$ cat src/design/sfr_pkg.sv
// shared constants, types and helpers for the serial frame receiver
`default_nettype none

package sfr_pkg;

  // payload length of one frame
  localparam int PAYLOAD_BYTES = 8;

  // frame header bytes
  localparam logic [7:0] HDR_FIRST  = 8'hAA;
  localparam logic [7:0] HDR_SECOND = 8'hCC;

  // widths derived from the payload length
  localparam int IDX_W   = (PAYLOAD_BYTES > 1) ? $clog2(PAYLOAD_BYTES) : 1;
  localparam int CNT_W   = $clog2(PAYLOAD_BYTES + 1);
  localparam int RAM_DEPTH = 2 * PAYLOAD_BYTES;
  localparam int ADDR_W  = $clog2(RAM_DEPTH);
  localparam int BIDX_W  = 5;

  // frame handed from the parser to the burst side
  typedef struct packed {
    logic valid;
    logic bank;
  } sfr_frame_t;

  // payload buffer address of one byte in one bank
  function automatic logic [ADDR_W-1:0] sfr_addr(input logic bank,
                                                 input logic [IDX_W-1:0] idx);
    logic [ADDR_W-1:0] base;
    base = bank ? ADDR_W'(PAYLOAD_BYTES) : '0;
    return base + ADDR_W'(idx);
  endfunction

endpackage

`default_nettype wire

$ cat src/design/sfr_ram.sv
// generic single-write, single-read ram with registered read data
`default_nettype none

module sfr_ram #(
  parameter int WIDTH = 8,
  parameter int DEPTH = 16
) (
  input  wire logic                     clk,
  input  wire logic                     we,
  input  wire logic [$clog2(DEPTH)-1:0] waddr,
  input  wire logic [WIDTH-1:0]         wdata,
  input  wire logic                     re,
  input  wire logic [$clog2(DEPTH)-1:0] raddr,
  output logic      [WIDTH-1:0]         rdata
);

  logic [WIDTH-1:0] mem [DEPTH];

  // write port
  always_ff @(posedge clk) begin
    if (we) begin
      mem[waddr] <= wdata;
    end
  end

  // read port, data holds until the next read
  always_ff @(posedge clk) begin
    if (re) begin
      rdata <= mem[raddr];
    end
  end

endmodule

`default_nettype wire

$ cat src/design/sfr_front.sv
// frame parser: header hunt, payload capture, checksum check
`default_nettype none

module sfr_front
  import sfr_pkg::*;
(
  input  wire logic              clk,
  input  wire logic              rst,
  input  wire logic              in_valid,
  output logic                   in_stall,
  input  wire logic [7:0]        rx_byte,
  input  wire logic              line_error,
  input  wire logic              consumer_busy,
  input  wire logic              done,
  output sfr_frame_t             frame,
  output logic                   we,
  output logic      [ADDR_W-1:0] waddr,
  output logic      [7:0]        wdata
);

  typedef enum logic [1:0] {
    PH_HUNT   = 2'd0,
    PH_SECOND = 2'd1,
    PH_BODY   = 2'd2
  } phase_t;

  phase_t           phase, phase_next;
  logic [CNT_W-1:0] bytes_left, bytes_left_next;
  logic [7:0]       checksum, checksum_next;
  logic             wbank, wbank_next;
  logic [1:0]       pending, pending_next;
  logic             acc;
  logic [IDX_W-1:0] pos;

  // both banks owned by the burst side: hold off new bytes
  assign in_stall = (pending == 2'd2);
  assign acc      = in_valid && !in_stall;
  assign pos      = IDX_W'(CNT_W'(PAYLOAD_BYTES) - bytes_left);
  assign waddr    = sfr_addr(wbank, pos);
  assign wdata    = rx_byte;

  // parse one request
  always_comb begin
    phase_next      = phase;
    bytes_left_next = bytes_left;
    checksum_next   = checksum;
    wbank_next      = wbank;
    we              = 1'b0;
    frame.valid     = 1'b0;
    frame.bank      = wbank;
    if (acc && !line_error) begin
      case (phase)
        PH_SECOND: begin
          if (rx_byte == HDR_SECOND) begin
            bytes_left_next = CNT_W'(PAYLOAD_BYTES);
            checksum_next   = checksum ^ HDR_SECOND;
            phase_next      = PH_BODY;
          end else begin
            phase_next = PH_HUNT;
          end
        end
        PH_BODY: begin
          if (bytes_left != '0) begin
            we              = 1'b1;
            checksum_next   = checksum ^ rx_byte;
            bytes_left_next = bytes_left - CNT_W'(1);
          end else begin
            if (rx_byte == checksum && !consumer_busy) begin
              frame.valid = 1'b1;
              wbank_next  = ~wbank;
            end
            phase_next = PH_HUNT;
          end
        end
        default: begin
          if (rx_byte == HDR_FIRST) begin
            checksum_next = HDR_FIRST;
            phase_next    = PH_SECOND;
          end else begin
            phase_next = PH_HUNT;
          end
        end
      endcase
    end
  end

  // count of frames handed off and not yet fully read back
  always_comb begin
    case ({frame.valid, done})
      2'b10:   pending_next = pending + 2'd1;
      2'b01:   pending_next = pending - 2'd1;
      default: pending_next = pending;
    endcase
  end

  // parser state
  always_ff @(posedge clk) begin
    if (rst) begin
      phase      <= PH_HUNT;
      bytes_left <= '0;
      checksum   <= '0;
      wbank      <= 1'b0;
      pending    <= 2'd0;
    end else begin
      phase      <= phase_next;
      bytes_left <= bytes_left_next;
      checksum   <= checksum_next;
      wbank      <= wbank_next;
      pending    <= pending_next;
    end
  end

`ifndef SYNTHESIS
  a_pending_range: assert property (@(posedge clk) disable iff (rst)
    pending != 2'd3)
    else $error("frame count out of range");
  a_no_push_when_full: assert property (@(posedge clk) disable iff (rst)
    frame.valid |-> (pending != 2'd2))
    else $error("frame handed off with both banks owned");
  a_write_in_body: assert property (@(posedge clk) disable iff (rst)
    we |=> (bytes_left == $past(bytes_left) - CNT_W'(1)) && (wbank == $past(wbank)))
    else $error("payload write did not advance the capture count");
`endif

endmodule

`default_nettype wire

$ cat src/design/sfr_fifo.sv
// two-entry queue of captured frame banks
`default_nettype none

module sfr_fifo
  import sfr_pkg::*;
(
  input  wire logic       clk,
  input  wire logic       rst,
  input  wire sfr_frame_t push,
  input  wire logic       pop,
  output logic            valid,
  output logic            bank
);

  logic [1:0] entry;
  logic       wptr;
  logic       rptr;
  logic [1:0] count;

  assign valid = (count != 2'd0);
  assign bank  = entry[rptr];

  // entry storage
  always_ff @(posedge clk) begin
    if (push.valid) begin
      entry[wptr] <= push.bank;
    end
  end

  // pointers and fill count
  always_ff @(posedge clk) begin
    if (rst) begin
      wptr  <= 1'b0;
      rptr  <= 1'b0;
      count <= 2'd0;
    end else begin
      if (push.valid) begin
        wptr <= ~wptr;
      end
      if (pop) begin
        rptr <= ~rptr;
      end
      case ({push.valid, pop})
        2'b10:   count <= count + 2'd1;
        2'b01:   count <= count - 2'd1;
        default: count <= count;
      endcase
    end
  end

endmodule

`default_nettype wire

$ cat src/design/sfr_back.sv
// burst side: reads a captured frame back and drives the output register
`default_nettype none

module sfr_back
  import sfr_pkg::*;
(
  input  wire logic              clk,
  input  wire logic              rst,
  input  wire logic              fifo_valid,
  input  wire logic              fifo_bank,
  output logic                   pop,
  output logic                   re,
  output logic      [ADDR_W-1:0] raddr,
  input  wire logic [7:0]        rdata,
  output logic                   done,
  output logic                   out_valid,
  input  wire logic              out_stall,
  output logic      [7:0]        payload_byte,
  output logic      [BIDX_W-1:0] byte_index,
  output logic                   last_byte
);

  logic             active;
  logic             bank;
  logic             inflight;
  logic [CNT_W-1:0] rd_cnt;
  logic [CNT_W-1:0] rd_idx;
  logic             load;
  logic             rd_last;

  // output register free this cycle and read data waiting
  assign load    = inflight && (!out_valid || !out_stall);
  assign rd_last = (rd_idx == CNT_W'(PAYLOAD_BYTES - 1));
  assign pop     = !active && fifo_valid;
  assign re      = active && (rd_cnt != CNT_W'(PAYLOAD_BYTES)) && (!inflight || load);
  assign raddr   = sfr_addr(bank, IDX_W'(rd_cnt));
  assign done    = load && rd_last;

  // burst control
  always_ff @(posedge clk) begin
    if (rst) begin
      active   <= 1'b0;
      inflight <= 1'b0;
      rd_cnt   <= '0;
    end else begin
      if (pop) begin
        active <= 1'b1;
        rd_cnt <= '0;
      end else if (done) begin
        active <= 1'b0;
      end
      if (re) begin
        rd_cnt <= rd_cnt + CNT_W'(1);
      end
      inflight <= re || (inflight && !load);
    end
  end

  // frame bank and index of the byte in the read register
  always_ff @(posedge clk) begin
    if (pop) begin
      bank <= fifo_bank;
    end
    if (re) begin
      rd_idx <= rd_cnt;
    end
  end

  // output register
  always_ff @(posedge clk) begin
    if (rst) begin
      out_valid <= 1'b0;
    end else if (load) begin
      out_valid <= 1'b1;
    end else if (!out_stall) begin
      out_valid <= 1'b0;
    end
  end

  always_ff @(posedge clk) begin
    if (load) begin
      payload_byte <= rdata;
      byte_index   <= BIDX_W'(rd_idx);
      last_byte    <= rd_last;
    end
  end

`ifndef SYNTHESIS
  a_idle_no_read: assert property (@(posedge clk) disable iff (rst)
    !active |-> !inflight)
    else $error("read in flight outside a burst");
  a_burst_continues: assert property (@(posedge clk) disable iff (rst)
    out_valid && !last_byte |-> inflight)
    else $error("burst stalled without the next byte in flight");
  a_done_shows_last: assert property (@(posedge clk) disable iff (rst)
    done |=> out_valid && last_byte)
    else $error("burst ended without a last byte at the output");
`endif

endmodule

`default_nettype wire

$ cat src/design/serial_frame_receiver.sv
// Serial frame receiver, top level.
// Input channel (in_valid / in_stall): one received byte per request with its
// line-error flag and the consumer busy flag. Bytes with a line error are
// dropped. A frame is 0xAA, 0xCC, PAYLOAD_BYTES payload bytes and an XOR
// checksum byte seeded with 0xAA; a good frame with the consumer not busy
// comes out as a burst of PAYLOAD_BYTES requests on the output channel
// (out_valid / out_stall), with byte_index counting from 0 and last_byte on
// the final one. Bad or unwanted frames vanish without output.
// The parser takes one byte per cycle while in_stall is low. Captured payloads
// sit in a two-bank buffer; a two-entry queue hands banks to the burst side,
// which reads one byte per cycle from the buffer memory and emits one result
// per cycle while out_stall is low. With the burst side idle, the first result
// of a frame passes the queue count, active flag, read data and output register.
// in_stall rises while two finished frames still wait to be read out, and
// falls as soon as the oldest burst has left the buffer.
// A stalled output holds its byte; the burst side then waits and the parser
// keeps running until both banks are full.
// Synchronous reset returns the parser to header hunt and empties the queue
// and output register; buffer contents need no clearing.
`default_nettype none

module serial_frame_receiver
  import sfr_pkg::*;
(
  input  wire logic              clk,
  input  wire logic              rst,
  input  wire logic              in_valid,
  output logic                   in_stall,
  input  wire logic [7:0]        rx_byte,
  input  wire logic              line_error,
  input  wire logic              consumer_busy,
  output logic                   out_valid,
  input  wire logic              out_stall,
  output logic      [7:0]        payload_byte,
  output logic      [BIDX_W-1:0] byte_index,
  output logic                   last_byte
);

  sfr_frame_t        frame;
  logic              done;
  logic              we;
  logic [ADDR_W-1:0] waddr;
  logic [7:0]        wdata;
  logic              re;
  logic [ADDR_W-1:0] raddr;
  logic [7:0]        rdata;
  logic              fifo_valid;
  logic              fifo_bank;
  logic              pop;

  // parser
  sfr_front u_front (
    .clk           (clk),
    .rst           (rst),
    .in_valid      (in_valid),
    .in_stall      (in_stall),
    .rx_byte       (rx_byte),
    .line_error    (line_error),
    .consumer_busy (consumer_busy),
    .done          (done),
    .frame         (frame),
    .we            (we),
    .waddr         (waddr),
    .wdata         (wdata)
  );

  // two-bank payload buffer
  sfr_ram #(
    .WIDTH (8),
    .DEPTH (RAM_DEPTH)
  ) u_ram (
    .clk   (clk),
    .we    (we),
    .waddr (waddr),
    .wdata (wdata),
    .re    (re),
    .raddr (raddr),
    .rdata (rdata)
  );

  // frame queue
  sfr_fifo u_fifo (
    .clk   (clk),
    .rst   (rst),
    .push  (frame),
    .pop   (pop),
    .valid (fifo_valid),
    .bank  (fifo_bank)
  );

  // burst output
  sfr_back u_back (
    .clk          (clk),
    .rst          (rst),
    .fifo_valid   (fifo_valid),
    .fifo_bank    (fifo_bank),
    .pop          (pop),
    .re           (re),
    .raddr        (raddr),
    .rdata        (rdata),
    .done         (done),
    .out_valid    (out_valid),
    .out_stall    (out_stall),
    .payload_byte (payload_byte),
    .byte_index   (byte_index),
    .last_byte    (last_byte)
  );

endmodule

`default_nettype wire

$ cat config.mk
export PLATFORM = sky130hd
export DESIGN_NAME = serial_frame_receiver
export DESIGN_NICKNAME = d
export VERILOG_FILES = /design/src/design/sfr_pkg.sv /design/src/design/sfr_ram.sv /design/src/design/sfr_front.sv /design/src/design/sfr_fifo.sv /design/src/design/sfr_back.sv /design/src/design/serial_frame_receiver.sv
export SDC_FILE = /design/constraint.sdc
export NUM_CORES = 1
export LEC_CHECK = 0
export ABC_AREA = 1
export BUFFER_PORTS_ARGS = -buffer_cell sky130_fd_sc_hd__buf_2
export CAP_MARGIN = 15
export CORE_ASPECT_RATIO = 0.7
export CORE_MARGIN = 3
export CORE_UTILIZATION = 61
export DETAILED_ROUTE_END_ITERATION = 12
export HOLD_SLACK_MARGIN = 0.02
export PLACE_DENSITY = 0.79
export SYNTH_ARGS = -nofsm -noshare
export SYNTH_HDL_FRONTEND = slang
export SYNTH_SLANG_ARGS = --single-unit
$ cat constraint.sdc
create_clock -name clk -period 2.2 [get_ports clk]
set_input_delay 0.11 -clock clk [delete_from_list [all_inputs] [get_ports clk]]
set_output_delay 0.11 -clock clk [all_outputs]
set_load 0.005 [all_outputs]
==> out/metrics.yaml, run 1 <==
power:
  intPower_mw: 5.54
  power_frac_comb: 0.024
  p_sw_frac: 0.202
  p_leak_nw: 3.24
  pwr-share-clk: 0.432
  finalPower_mw: 6.94
  seqPwrFrac: 0.544
  switching_power_mw: 1.40
  power_density_nw_per_um2: 784
  irDropWorstVdd_uv: 666
synthesis:
  seq_area_frac_synth: 0.678
  yosys.area.top_type: "edfxtp_1"
  ys_types: 34
  netlist_area_um2: 7730
  synth-seq-cells: 184
  syn-num-nets: 728
  yosysWarnings: 0
  syn_avg_cell_area_um2: 11.0
  synth_top_area_share: 0.606
  synth.area.top_cells: "edfxtp_1, dfxtp_1, nor2_1, o21ai_0, nand2_1"
  netlist_instances: 703
grt:
  track_usage: 0.265
  antenna_found_initial: 0
  grt-ovfl-total: 0
  grt_max_degree: 69
  grt_pass1_wl_mm: 28.1
  grt_pass1_vias: 5392
setup_path:
  arrival_ns: 2.38
  critPathKind: "flip-flop to flip-flop"
  worst-r2r-cell-count: 10
  crit_fanout: 4
  r2r_start: "u_front.bytes_left[1]$_SDFFE_PP0P_"
  cp-start-kind: "flip-flop"
  cp-end-kind: "flip-flop"
  crit_chain: "inv_1 -> ha_2 -> nand4_2 -> nor2_4 -> nand3_2 -> ha_1 -> a21oi_1 -> o21ai_0 -> o21ai_0 -> a21oi_1"
  r2r-end: "u_front.pending[1]$_SDFFE_PP0P_"
  cp_slowest_cell: "dfxtp_1"
  cp_data_required_time_ns: 2.52
  r2r_setup_slack_ns: 0.14
  cpPeakStageDelay_ns: 0.35
die:
  start_util: 0.641
  die_x_um: 141
  chipHeight_um: 100
  core_area_um2: 12100
  rows: 33
  io-pin-count: 30
  dieArea_um2: 14100
clocking:
  cts_buffer_depth: 2
  cts_made_buffers: 17
  cts_max_level: 4
  cts_sinks: 184
  clockRootBuffer: "clkbuf_16"
  insertion_delay_ns: 0.43
  clk_pin_slew_ns: 0.07
  cts_tree: "built"
detailed_routing:
  wl_met1_mm: 7.29
  drt-wirelength-per-cell_um: 19.2
  top_layer_used: "met4"
  vias_per_cell: 5.98
  wl_mm: 17.8
  vias: 5555
  drt_iter0_drc: 672
  route.met3.wl_mm: 2.04
  ant_nets: 0
  route.detailed.drc: 0
  drt_first_pass_iters: 5
  met2RoutedLength_mm: 8.20
timing:
  finClkSkew_ns: 0.0121
  drv_slew: 0
  finalHoldViolCount: 0
  setup_violations: 0
  tightest_slew_ns: 0.520
  period_needed_ns: 2.06
  fmax_ghz: 0.484
  setup_slack_ns: 0.136
  final.setup.tns_ns: 0
  fin_crit_sh: 0.938
  slew_headroom: 0.653
hold_path:
  whs_path_depth: 2
  holdPathEnd: "u_fifo.count[0]$_SDFFE_PP0P_"
  hold_class: "input pin to flip-flop"
  hold_path.startpoint: "rst"
cells_and_area:
  nNetsFinal: 784
  drive_gt1_frac: 0.152
  area_delta_synth_final_pct: 14.5
  fillers: 783
  layoutNonFillerInstCount: 929
  multi_input_area_um2: 2170
  antenna_cells: 0
  design_area_um2: 8850
  regArea_um2: 5250
placement:
  post-dp-hpwl_mm: 11.6
  gp_congestion: 0.896
  port_buffers: 28
  placed_cells: 895
  placed_cell_area_um2: 8220
  dp_slack_ns: 0.0125
job:
  drv_cap: 0
outcome:
  status: "completed"
## layout make-up
class | count | area share
well taps | 157 | 0.0222
flip-flops and latches | 184 | 0.593
repair buffers | 65 | 0.0517
multi-input cells | 438 | 0.245
clock buffers | 21 | 0.0557
clock inverters | 11 | 0.0100
inverters | 53 | 0.0225
## repair_timing
item,4_1_cts,5_1_grt
pin swaps,0,1
endpoints found under the hold margin,1,0
setup endpoints to repair,48,129
buffers inserted,0,1
hold buffers,1,0
resized for setup,1,10
## cell usage in the layout (no fill, tap or decap), types with 28 or more instances in the layout
cell	instances
inv_1	48
buf_4	33
a21oi_1	31
nor2_1	132
edfxtp_1	156
o21ai_0	75
o211ai_1	32
nand2_1	94
buf_2	28
nand3_1	29
## flip-flops by register name, summed over array words and instances (netlist names), 4 cells and up
signal	flops
u_back.byte_index	4
u_back.payload_byte	8
u_back.rd_cnt	4
u_back.rd_idx	4
u_front.bytes_left	4
u_front.checksum	8
u_ram.mem	128
u_ram.rdata	8
## stage by stage
stage / hold WS (ns) / util
2_1_floorplan: 0.179 / -
3_3_place_gp: 0.384 / 0.682
3_5_place_dp: 0.396 / 0.682
4_1_cts: 0.0337 / 0.731
5_1_grt: 0.0490 / 0.734
6_report: 0.0525 / 0.734
## critical path, delay by kind of cell, from the launching register on
family                   cells  cell delay [ns]
AO/OA/AOI/OAI                4             0.47
buffers and inverters        1             0.13
flip-flops                   1             0.35
AND/OR/NAND/NOR              3             0.42
adder cells (fa/ha/maj)      2             0.58
## synth_stat cells (all sizes together)
library cell,number
a21oi,31
and2,1
and3,1
buf,15
clkbuf,13
conb,1
dfxtp,28
edfxtp,156
ha,11
inv,53
nand2,100
nand3,30
nand3b,2
nand4,5
nor2,137
nor3,2
nor3b,1
o211ai,32
o21ai,76
o21bai,1
or2,1
xnor2,4
xor2,2
## metal layers
layer / track usage / up-vias
met5: 0 / -
met4: 0.0923 / 0
met3: 0.0786 / 31
met1: 0.370 / 2639
li1: - / 2549
met2: 0.403 / 336
## power by group through the flow
| stage | Combinational [mW] | Sequential, mW | Clock (mW) |
|---|---|---|---|
| 6_report | 0.166 | 3.77 | 3.00 |
| 5_1_grt | 0.182 | 3.77 | 3.19 |
| 4_1_cts | 0.162 | 3.77 | 3.02 |
| 3_5_place_dp | 0.159 | 3.85 | 0 |
| 3_3_place_gp | 0.155 | 3.85 | 0 |
| 2_1_floorplan | 0.0658 | 3.85 | 0 |
## how the worst max path moves through the flow
stage / depth (start not counted) / endpoint / startpoint
2_1_floorplan: 7 / u_ram.mem[0][0]$_DFFE_PP_ / u_front.bytes_left[0]$_SDFFE_PP0P_
3_3_place_gp: 8 / u_ram.mem[5][4]$_DFFE_PP_ / u_front.bytes_left[0]$_SDFFE_PP0P_
3_5_place_dp: 8 / u_ram.mem[5][1]$_DFFE_PP_ / u_front.bytes_left[0]$_SDFFE_PP0P_
4_1_cts: 8 / u_ram.mem[5][3]$_DFFE_PP_ / u_front.bytes_left[0]$_SDFFE_PP0P_
5_1_grt: 10 / u_front.pending[1]$_SDFFE_PP0P_ / u_front.bytes_left[1]$_SDFFE_PP0P_
6_report: 10 / u_front.pending[1]$_SDFFE_PP0P_ / u_front.bytes_left[1]$_SDFFE_PP0P_
## cell families (layout without fill, tap and decap cells)
| group | after synthesis | in the layout | share of synthesized area |
|---|---|---|---|
| AO/OA/AOI/OAI | 140 | 140 | 0.102 |
| flip-flops | 184 | 184 | 0.678 |
| other | 1 | 1 | 0.000485 |
| adder cells (fa/ha/maj) | 11 | 11 | 0.0178 |
| AND/OR/NAND/NOR | 280 | 280 | 0.150 |
| buffers and inverters | 81 | 150 | 0.0453 |
| XOR/XNOR | 6 | 6 | 0.00680 |
Note: power is estimated with default switching activity, not from simulation.
==> run 2: changes to the inputs <==
CORE_UTILIZATION = 25   (was 61)
PLACE_DENSITY = not set   (was 0.79)
RECOVER_POWER = 100   (was not set)
==> run 2 against run 1 <==
Count of clock-buffer cells in the layout shrank 1. Non-clock buffer count rose by 5. Via count shrank 4.7%. Register-to-register slack is essentially flat. Global-route usage is 15 points lower. Clock skew decreased by 0.00094 ns. Power up 1.3%. Sequential cell count unchanged. Core utilization down 43 points. Cell area is 2.7% higher. Largest cell class unchanged. Highest routed layer unchanged. Routed wire length is 5.5% higher.
==> out/metrics.yaml, run 2 (synthesis results as in run 1) <==
clocking:
  cts_buffer_depth: 2  # unchanged
  cts_max_level: 4  # unchanged
  cts_tree: "built"
  clockRootBuffer: "clkbuf_16"
  insertion_delay_ns: 0.43  # about the same
  cts_made_buffers: 17  # unchanged
  cts_setup_buffers: 0  # unchanged
  clk_pin_slew_ns: 0.07  # about the same
  cts_sinks: 184  # unchanged
setup_path:
  worst-r2r-cell-count: 8  # -2
  arrival_ns: 2.19  # -0.19 ns
  startpoint: "u_front.bytes_left[0]$_SDFFE_PP0P_"
  critPathKind: "flip-flop to flip-flop"
  crit_fanout: 8  # +4
  r2r_setup_slack_ns: 0.13  # about the same
  cp-endpoint: "u_ram.mem[4][7]$_DFFE_PP_"
  cp_data_required_time_ns: 2.32  # -0.20 ns
  cp-start-kind: "flip-flop"
  r2r-end: "u_ram.mem[4][7]$_DFFE_PP_"
  r2r_start: "u_front.bytes_left[0]$_SDFFE_PP0P_"
  cp-end-kind: "flip-flop"
cells_and_area:
  area_delta_synth_final_pct: 17.6
  drive_gt1_frac: 0.117  # -0.0344
  nNetsFinal: 789  # +0.64%
  final_common_cell: "edfxtp_1"
  layout_common_cells: "edfxtp_1, nor2_1, nand2_1"
  largest_reg_flops: 128  # unchanged
  largest_register: "u_ram.mem"
  fillers: 3136  # +300%
  antenna_cells: 0  # unchanged
power:
  p_leak_nw: 3.15  # -2.8%
  power_density_nw_per_um2: 773  # -1.4%
  irDropWorstVdd_uv: 495  # -26%
timing:
  period_needed_ns: 2.07  # +0.00613 ns
  fin_hold_ws_ns: 0.0696  # +0.0171 ns
  slew_headroom: 0.273  # -0.380
  final.setup.tns_ns: 0  # unchanged
  fin_crit_sh: 0.941  # +0.00279
  finClkSkew_ns: 0.0112  # -0.000940 ns
  setup_violations: 0  # unchanged
  drv_slew: 0  # unchanged
  finalHoldViolCount: 0  # unchanged
  grt_setup_unrepaired: "no"
  setup_slack_ns: 0.130  # -0.00613 ns
  fmax_ghz: 0.483  # -0.30%
  tightest_slew_ns: 1.09  # +0.570 ns
die:
  rows: 53  # +61%
  core_area_um2: 30200  # +150%
  io-pin-count: 30  # unchanged
  die_x_um: 216  # +54%
  chipHeight_um: 153  # +53%
  start_util: 0.256  # -0.386
  dieArea_um2: 33100  # +140%
placement:
  post-dp-hpwl_mm: 12.5  # +8.1%
  port_buffers: 28  # unchanged
  dp_slack_ns: 0.105  # +0.0928 ns
  gp_congestion: 0.829  # -7.5%
grt:
  grt_pass1_vias: 4910  # -8.9%
  grt_max_degree: 75  # +8.7%
  grt-ovfl-total: 0  # unchanged
  grt_pass1_wl_mm: 28.9  # +2.7%
  antenna_found_initial: 0  # unchanged
  track_usage: 0.115  # -0.150
detailed_routing:
  route.detailed.drc: 0  # unchanged
  drt-wirelength-per-cell_um: 15.8  # -18%
  wl_mm: 18.8  # +5.5%
  ant_nets: 0  # unchanged
  vias_per_cell: 4.45  # -26%
  vias: 5296  # -4.7%
  drt_iter0_drc: 619  # -7.9%
  drt_first_pass_iters: 7  # +2
hold_path:
  whs_path_depth: 2  # unchanged
  hold_class: "input pin to flip-flop"
job:
  drv_cap: 0  # unchanged
outcome:
  status: "completed"
## run 2: changes by cell type in the layout (fill, tap and decap cells not counted), sizes merged
cell	change
clkinvlp	+1
clkbuf	+32
inv	+2
buf	-28
bufinv	-1
clkinv	-1
## run 2: through the flow
step                total power [mW]  utilization  instance area (um^2)  cells
global placement                4.02        0.283                  8560   1156
finish                          7.03        0.301                  9090   1189
detailed placement              4.02        0.283                  8560   1156
global route                    7.25        0.301                  9090   1189
CTS                             7.09        0.303                  9170   1189
floorplan                       3.91            -                  7730    703
## run 2: what timing repair did
| item | 4_1_cts | 5_1_grt |
|---|---|---|
| gates resized for setup | 0 | 4 |
| endpoints found under the hold margin | 1 | 0 |
| endpoints found under the setup margin | 0 | 74 |
| hold buffers | 1 | 0 |
## run 2: routing by layer
layer,track usage,vias to the layer above,wire length [um]
met5,0,-,0
met4,0.0303,0,165
met3,0.0292,13,1700
met2,0.166,223,7980
met1,0.171,2500,8970
li1,-,2560,-
## run 2: where the power goes
group          internal, mW  switching (mW)
Combinational        0.0379           0.124
Clock                  1.64            1.45
Sequential             3.77         0.00356
Total                  5.45            1.58
## run 2: worst min-delay path by stage
stage                                        start                          endpoint
after floorplan                                rst        u_back.active$_SDFFE_PP0P_
after global placement    u_ram.rdata[4]$_DFFE_PP_  u_back.payload_byte[4]$_DFFE_PP_
after detailed placement  u_ram.rdata[2]$_DFFE_PP_  u_back.payload_byte[2]$_DFFE_PP_
after CTS                                      rst     u_front.phase[1]$_SDFFE_PP0P_
after global routing                           rst     u_front.phase[1]$_SDFFE_PP0P_
final                                          rst   u_front.pending[0]$_SDFFE_PP0P_
## run 2: cell type report
| type | instances | area, um^2 | area share |
|---|---|---|---|
| sequential | 184 | 5250 | 0.577 |
| multi-input combinational | 438 | 2140 | 0.235 |
| tap | 412 | 515 | 0.0567 |
| clock buffer | 20 | 479 | 0.0527 |
| timing repair buffer | 70 | 390 | 0.0429 |
| inverter | 53 | 199 | 0.0219 |
| clock inverter | 12 | 121 | 0.0133 |
## run 2: critical path, cell delays in order, from the launching register on
cell and delay (ns):
dfxtp_1 0.42, inv_2 0.09, ha_2 0.22, nand3_1 0.08, nand2_1 0.08, nor3_2 0.22
nand2_1 0.28, nor2_1 0.14, buf_2 0.23
==> run 3: changes to the inputs <==
GPL_TIMING_DRIVEN = 0   (was not set)
clock period = 2.12 ns   (was 2.2 ns; I/O delays follow)
==> run 3 against run 2 <==
Via count up 1.5%. Critical path type unchanged. Non-clock buffer count increased by 3. Register-to-register slack worse by 0.02 ns. Count of clock-buffer cells in the layout is 2 lower. Cell area grew 4.0%. Clock power barely moved. Largest power group unchanged. Fmax rose by 2.9%.
==> out/metrics.yaml, run 3 (synthesis results as in run 1) <==
setup_path:
  r2r-end: "u_ram.rdata[2]$_DFFE_PP_"
  startpoint: "u_back.rd_cnt[2]$_SDFFE_PP0P_"
  cp-start-kind: "flip-flop"
  crit_chain: "buf_2 -> inv_2 -> clkbuf_1 -> o211ai_1 -> nand3_1 -> nand2_1"
  cp_slowest_cell: "clkbuf_1"
  arrival_ns: 2.19  # about the same
  critPathKind: "flip-flop to flip-flop"
  cp-endpoint: "u_ram.rdata[2]$_DFFE_PP_"
  cp-end-kind: "flip-flop"
  cp_data_required_time_ns: 2.30  # -0.02 ns
  cpPeakStageDelay_ns: 0.50  # +0.08 ns
  crit_fanout: 10  # +2
  r2r_start: "u_back.rd_cnt[2]$_SDFFE_PP0P_"
  r2r_setup_slack_ns: 0.11  # -0.02 ns
  worst-r2r-cell-count: 6  # -2
cells_and_area:
  final_common_cell: "edfxtp_1"
  largest_register: "u_ram.mem"
  layoutNonFillerInstCount: 1192  # +0.25%
  antenna_cells: 0  # unchanged
  largest_reg_flops: 128  # unchanged
  drive_gt1_frac: 0.168  # +0.0508
  finish.utilization: 0.313  # +0.0121
  area_delta_synth_final_pct: 22.3
  design_area_um2: 9460  # +4.0%
  nNetsFinal: 792  # +0.38%
  layout_common_cells: "edfxtp_1, nor2_1, nand2_1"
power:
  power_frac_comb: 0.023  # about the same
  seqPwrFrac: 0.544  # +0.008
  pwr-share-clk: 0.433  # -0.008
  p_leak_nw: 3.21  # +1.8%
  p_sw_frac: 0.229  # +0.00419
  switching_power_mw: 1.65  # +4.1%
  finalPower_mw: 7.19  # +2.2%
  intPower_mw: 5.54  # +1.7%
  irDropWorstVdd_uv: 540  # +9.0%
  power_density_nw_per_um2: 760  # -1.7%
job:
  drv_cap: 0  # unchanged
grt:
  grt-ovfl-total: 0  # unchanged
  gr-usage-met2: 0.169  # +0.00348
  top_usage_layer: "met1"
  grt_max_degree: 21  # -72%
  track_usage: 0.120  # +0.00530
  met3_usage: 0.0340  # +0.00477
  grt_pass1_vias: 5029  # +2.4%
  grt_use_met1: 0.180  # +0.00889
  grt_pass1_wl_mm: 30.0  # +4.1%
  antenna_found_initial: 0  # unchanged
hold_path:
  hold_class: "input pin to flip-flop"
  whs_path_depth: 1  # -1
clocking:
  cts_buffer_depth: 2  # unchanged
  cts_tree: "built"
  clk_pin_slew_ns: 0.08  # about the same
  clockRootBuffer: "clkbuf_16"
  cts_sinks: 184  # unchanged
  cts_max_level: 4  # unchanged
  cts_made_buffers: 17  # unchanged
  insertion_delay_ns: 0.44  # about the same
placement:
  gp_congestion: 0.853  # +2.9%
  placed_cell_area_um2: 8390  # -2.0%
  post-dp-hpwl_mm: 13.1  # +4.4%
  placed_cells: 1143  # -1.1%
  dp_slack_ns: -0.601  # -0.707 ns
  port_buffers: 28  # unchanged
die:
  chipHeight_um: 153  # unchanged
  start_util: 0.256  # unchanged
  rows: 53  # unchanged
  dieArea_um2: 33100  # unchanged
  io-pin-count: 30  # unchanged
  die_x_um: 216  # unchanged
  core_area_um2: 30200  # unchanged
timing:
  final.setup.tns_ns: 0  # unchanged
  fin_crit_sh: 0.949  # +0.00841
  setup_slack_ns: 0.107  # -0.0225 ns
  setup_violations: 0  # unchanged
  finalHoldViolCount: 0  # unchanged
  fin_hold_ws_ns: 0.135  # +0.0652 ns
  period_needed_ns: 2.01  # -0.0575 ns
  tightest_slew_ns: 1.02  # -0.0674 ns
  finClkSkew_ns: 0.0137  # +0.00253 ns
  fmax_ghz: 0.497  # +2.9%
  drv_slew: 0  # unchanged
  slew_headroom: 0.318  # +0.0449
detailed_routing:
  drt_iter0_drc: 583  # -5.8%
  wl_mm: 19.8  # +5.0%
  route.detailed.drc: 0  # unchanged
  ant_nets: 0  # unchanged
  vias_per_cell: 4.51  # +1.3%
  vias: 5376  # +1.5%
  drt-wirelength-per-cell_um: 16.6  # +4.7%
  drt_first_pass_iters: 6  # -1
outcome:
  status: "completed"
run 3: cell types whose count changed in the layout (fill, tap and decap cells not counted), sizes merged:
cell / previous run / this run
clkbuf: 53 / 37
dlygate4sd3: 1 / 2
buf: 36 / 52
inv: 60 / 61
clkinvlp: 1 / 2
run 3: final cells by class:
cell class              instances  area, um^2
fillers                      3084       20800
flip-flops and latches        184        5250
plain buffers                  28         159
multi-input cells             438        2340
well taps                     412         515
repair buffers                 45         415
clock buffers                  18         439
clock inverters                14         128
inverters                      53         208
run 3: worst max-delay path, delay by kind of cell, from the launching register on:
family / cells / cell delay [ns]
and+or+nand+nor: 2 / 0.29
buffers and inverters: 3 / 0.92
AOI/OAI and AO/OA: 1 / 0.23
DFF: 1 / 0.31
run 3: power groups by stage:
stage	Sequential, mW	Combinational [mW]	Clock [mW]
6_report	3.91	0.165	3.11
5_1_grt	3.91	0.184	3.29
4_1_cts	3.91	0.163	3.14
3_3_place_gp	3.99	0.152	0
3_5_place_dp	3.99	0.155	0
2_1_floorplan	3.99	0.0682	0
run 3: how the worst min path moves through the flow:
stage / start / endpoint / slack [ns]
final: rx_byte[0] / u_ram.mem[14][0]$_DFFE_PP_ / 0.13
after floorplan: rst / u_back.active$_SDFFE_PP0P_ / 0.18
after global placement: rst / u_back.active$_SDFFE_PP0P_ / 0.35
after CTS: rx_byte[0] / u_ram.mem[10][0]$_DFFE_PP_ / 0.12
after global routing: rx_byte[0] / u_ram.mem[10][0]$_DFFE_PP_ / 0.13
after detailed placement: rst / u_back.inflight$_SDFF_PP0_ / 0.36
run 3: repair_timing:
action                                  4_1_cts  5_1_grt
pin swaps                                    14        2
buffers inserted                             13        2
gates resized for setup                      48       25
hold buffers                                  2        0
endpoints found under the hold margin         4        0
endpoints found under the setup margin      147      154
gates cloned                                  0        0
run 3: layer usage:
| metal | part of all wire | wire length [um] | up-vias |
|---|---|---|---|
| li1 | - | - | 2569 |
| met1 | 0.48 | 9500 | 2574 |
| met2 | 0.42 | 8230 | 214 |
| met3 | 0.092 | 1810 | 19 |
| met4 | 0.011 | 212 | 0 |
| met5 | 0 | 0 | - |
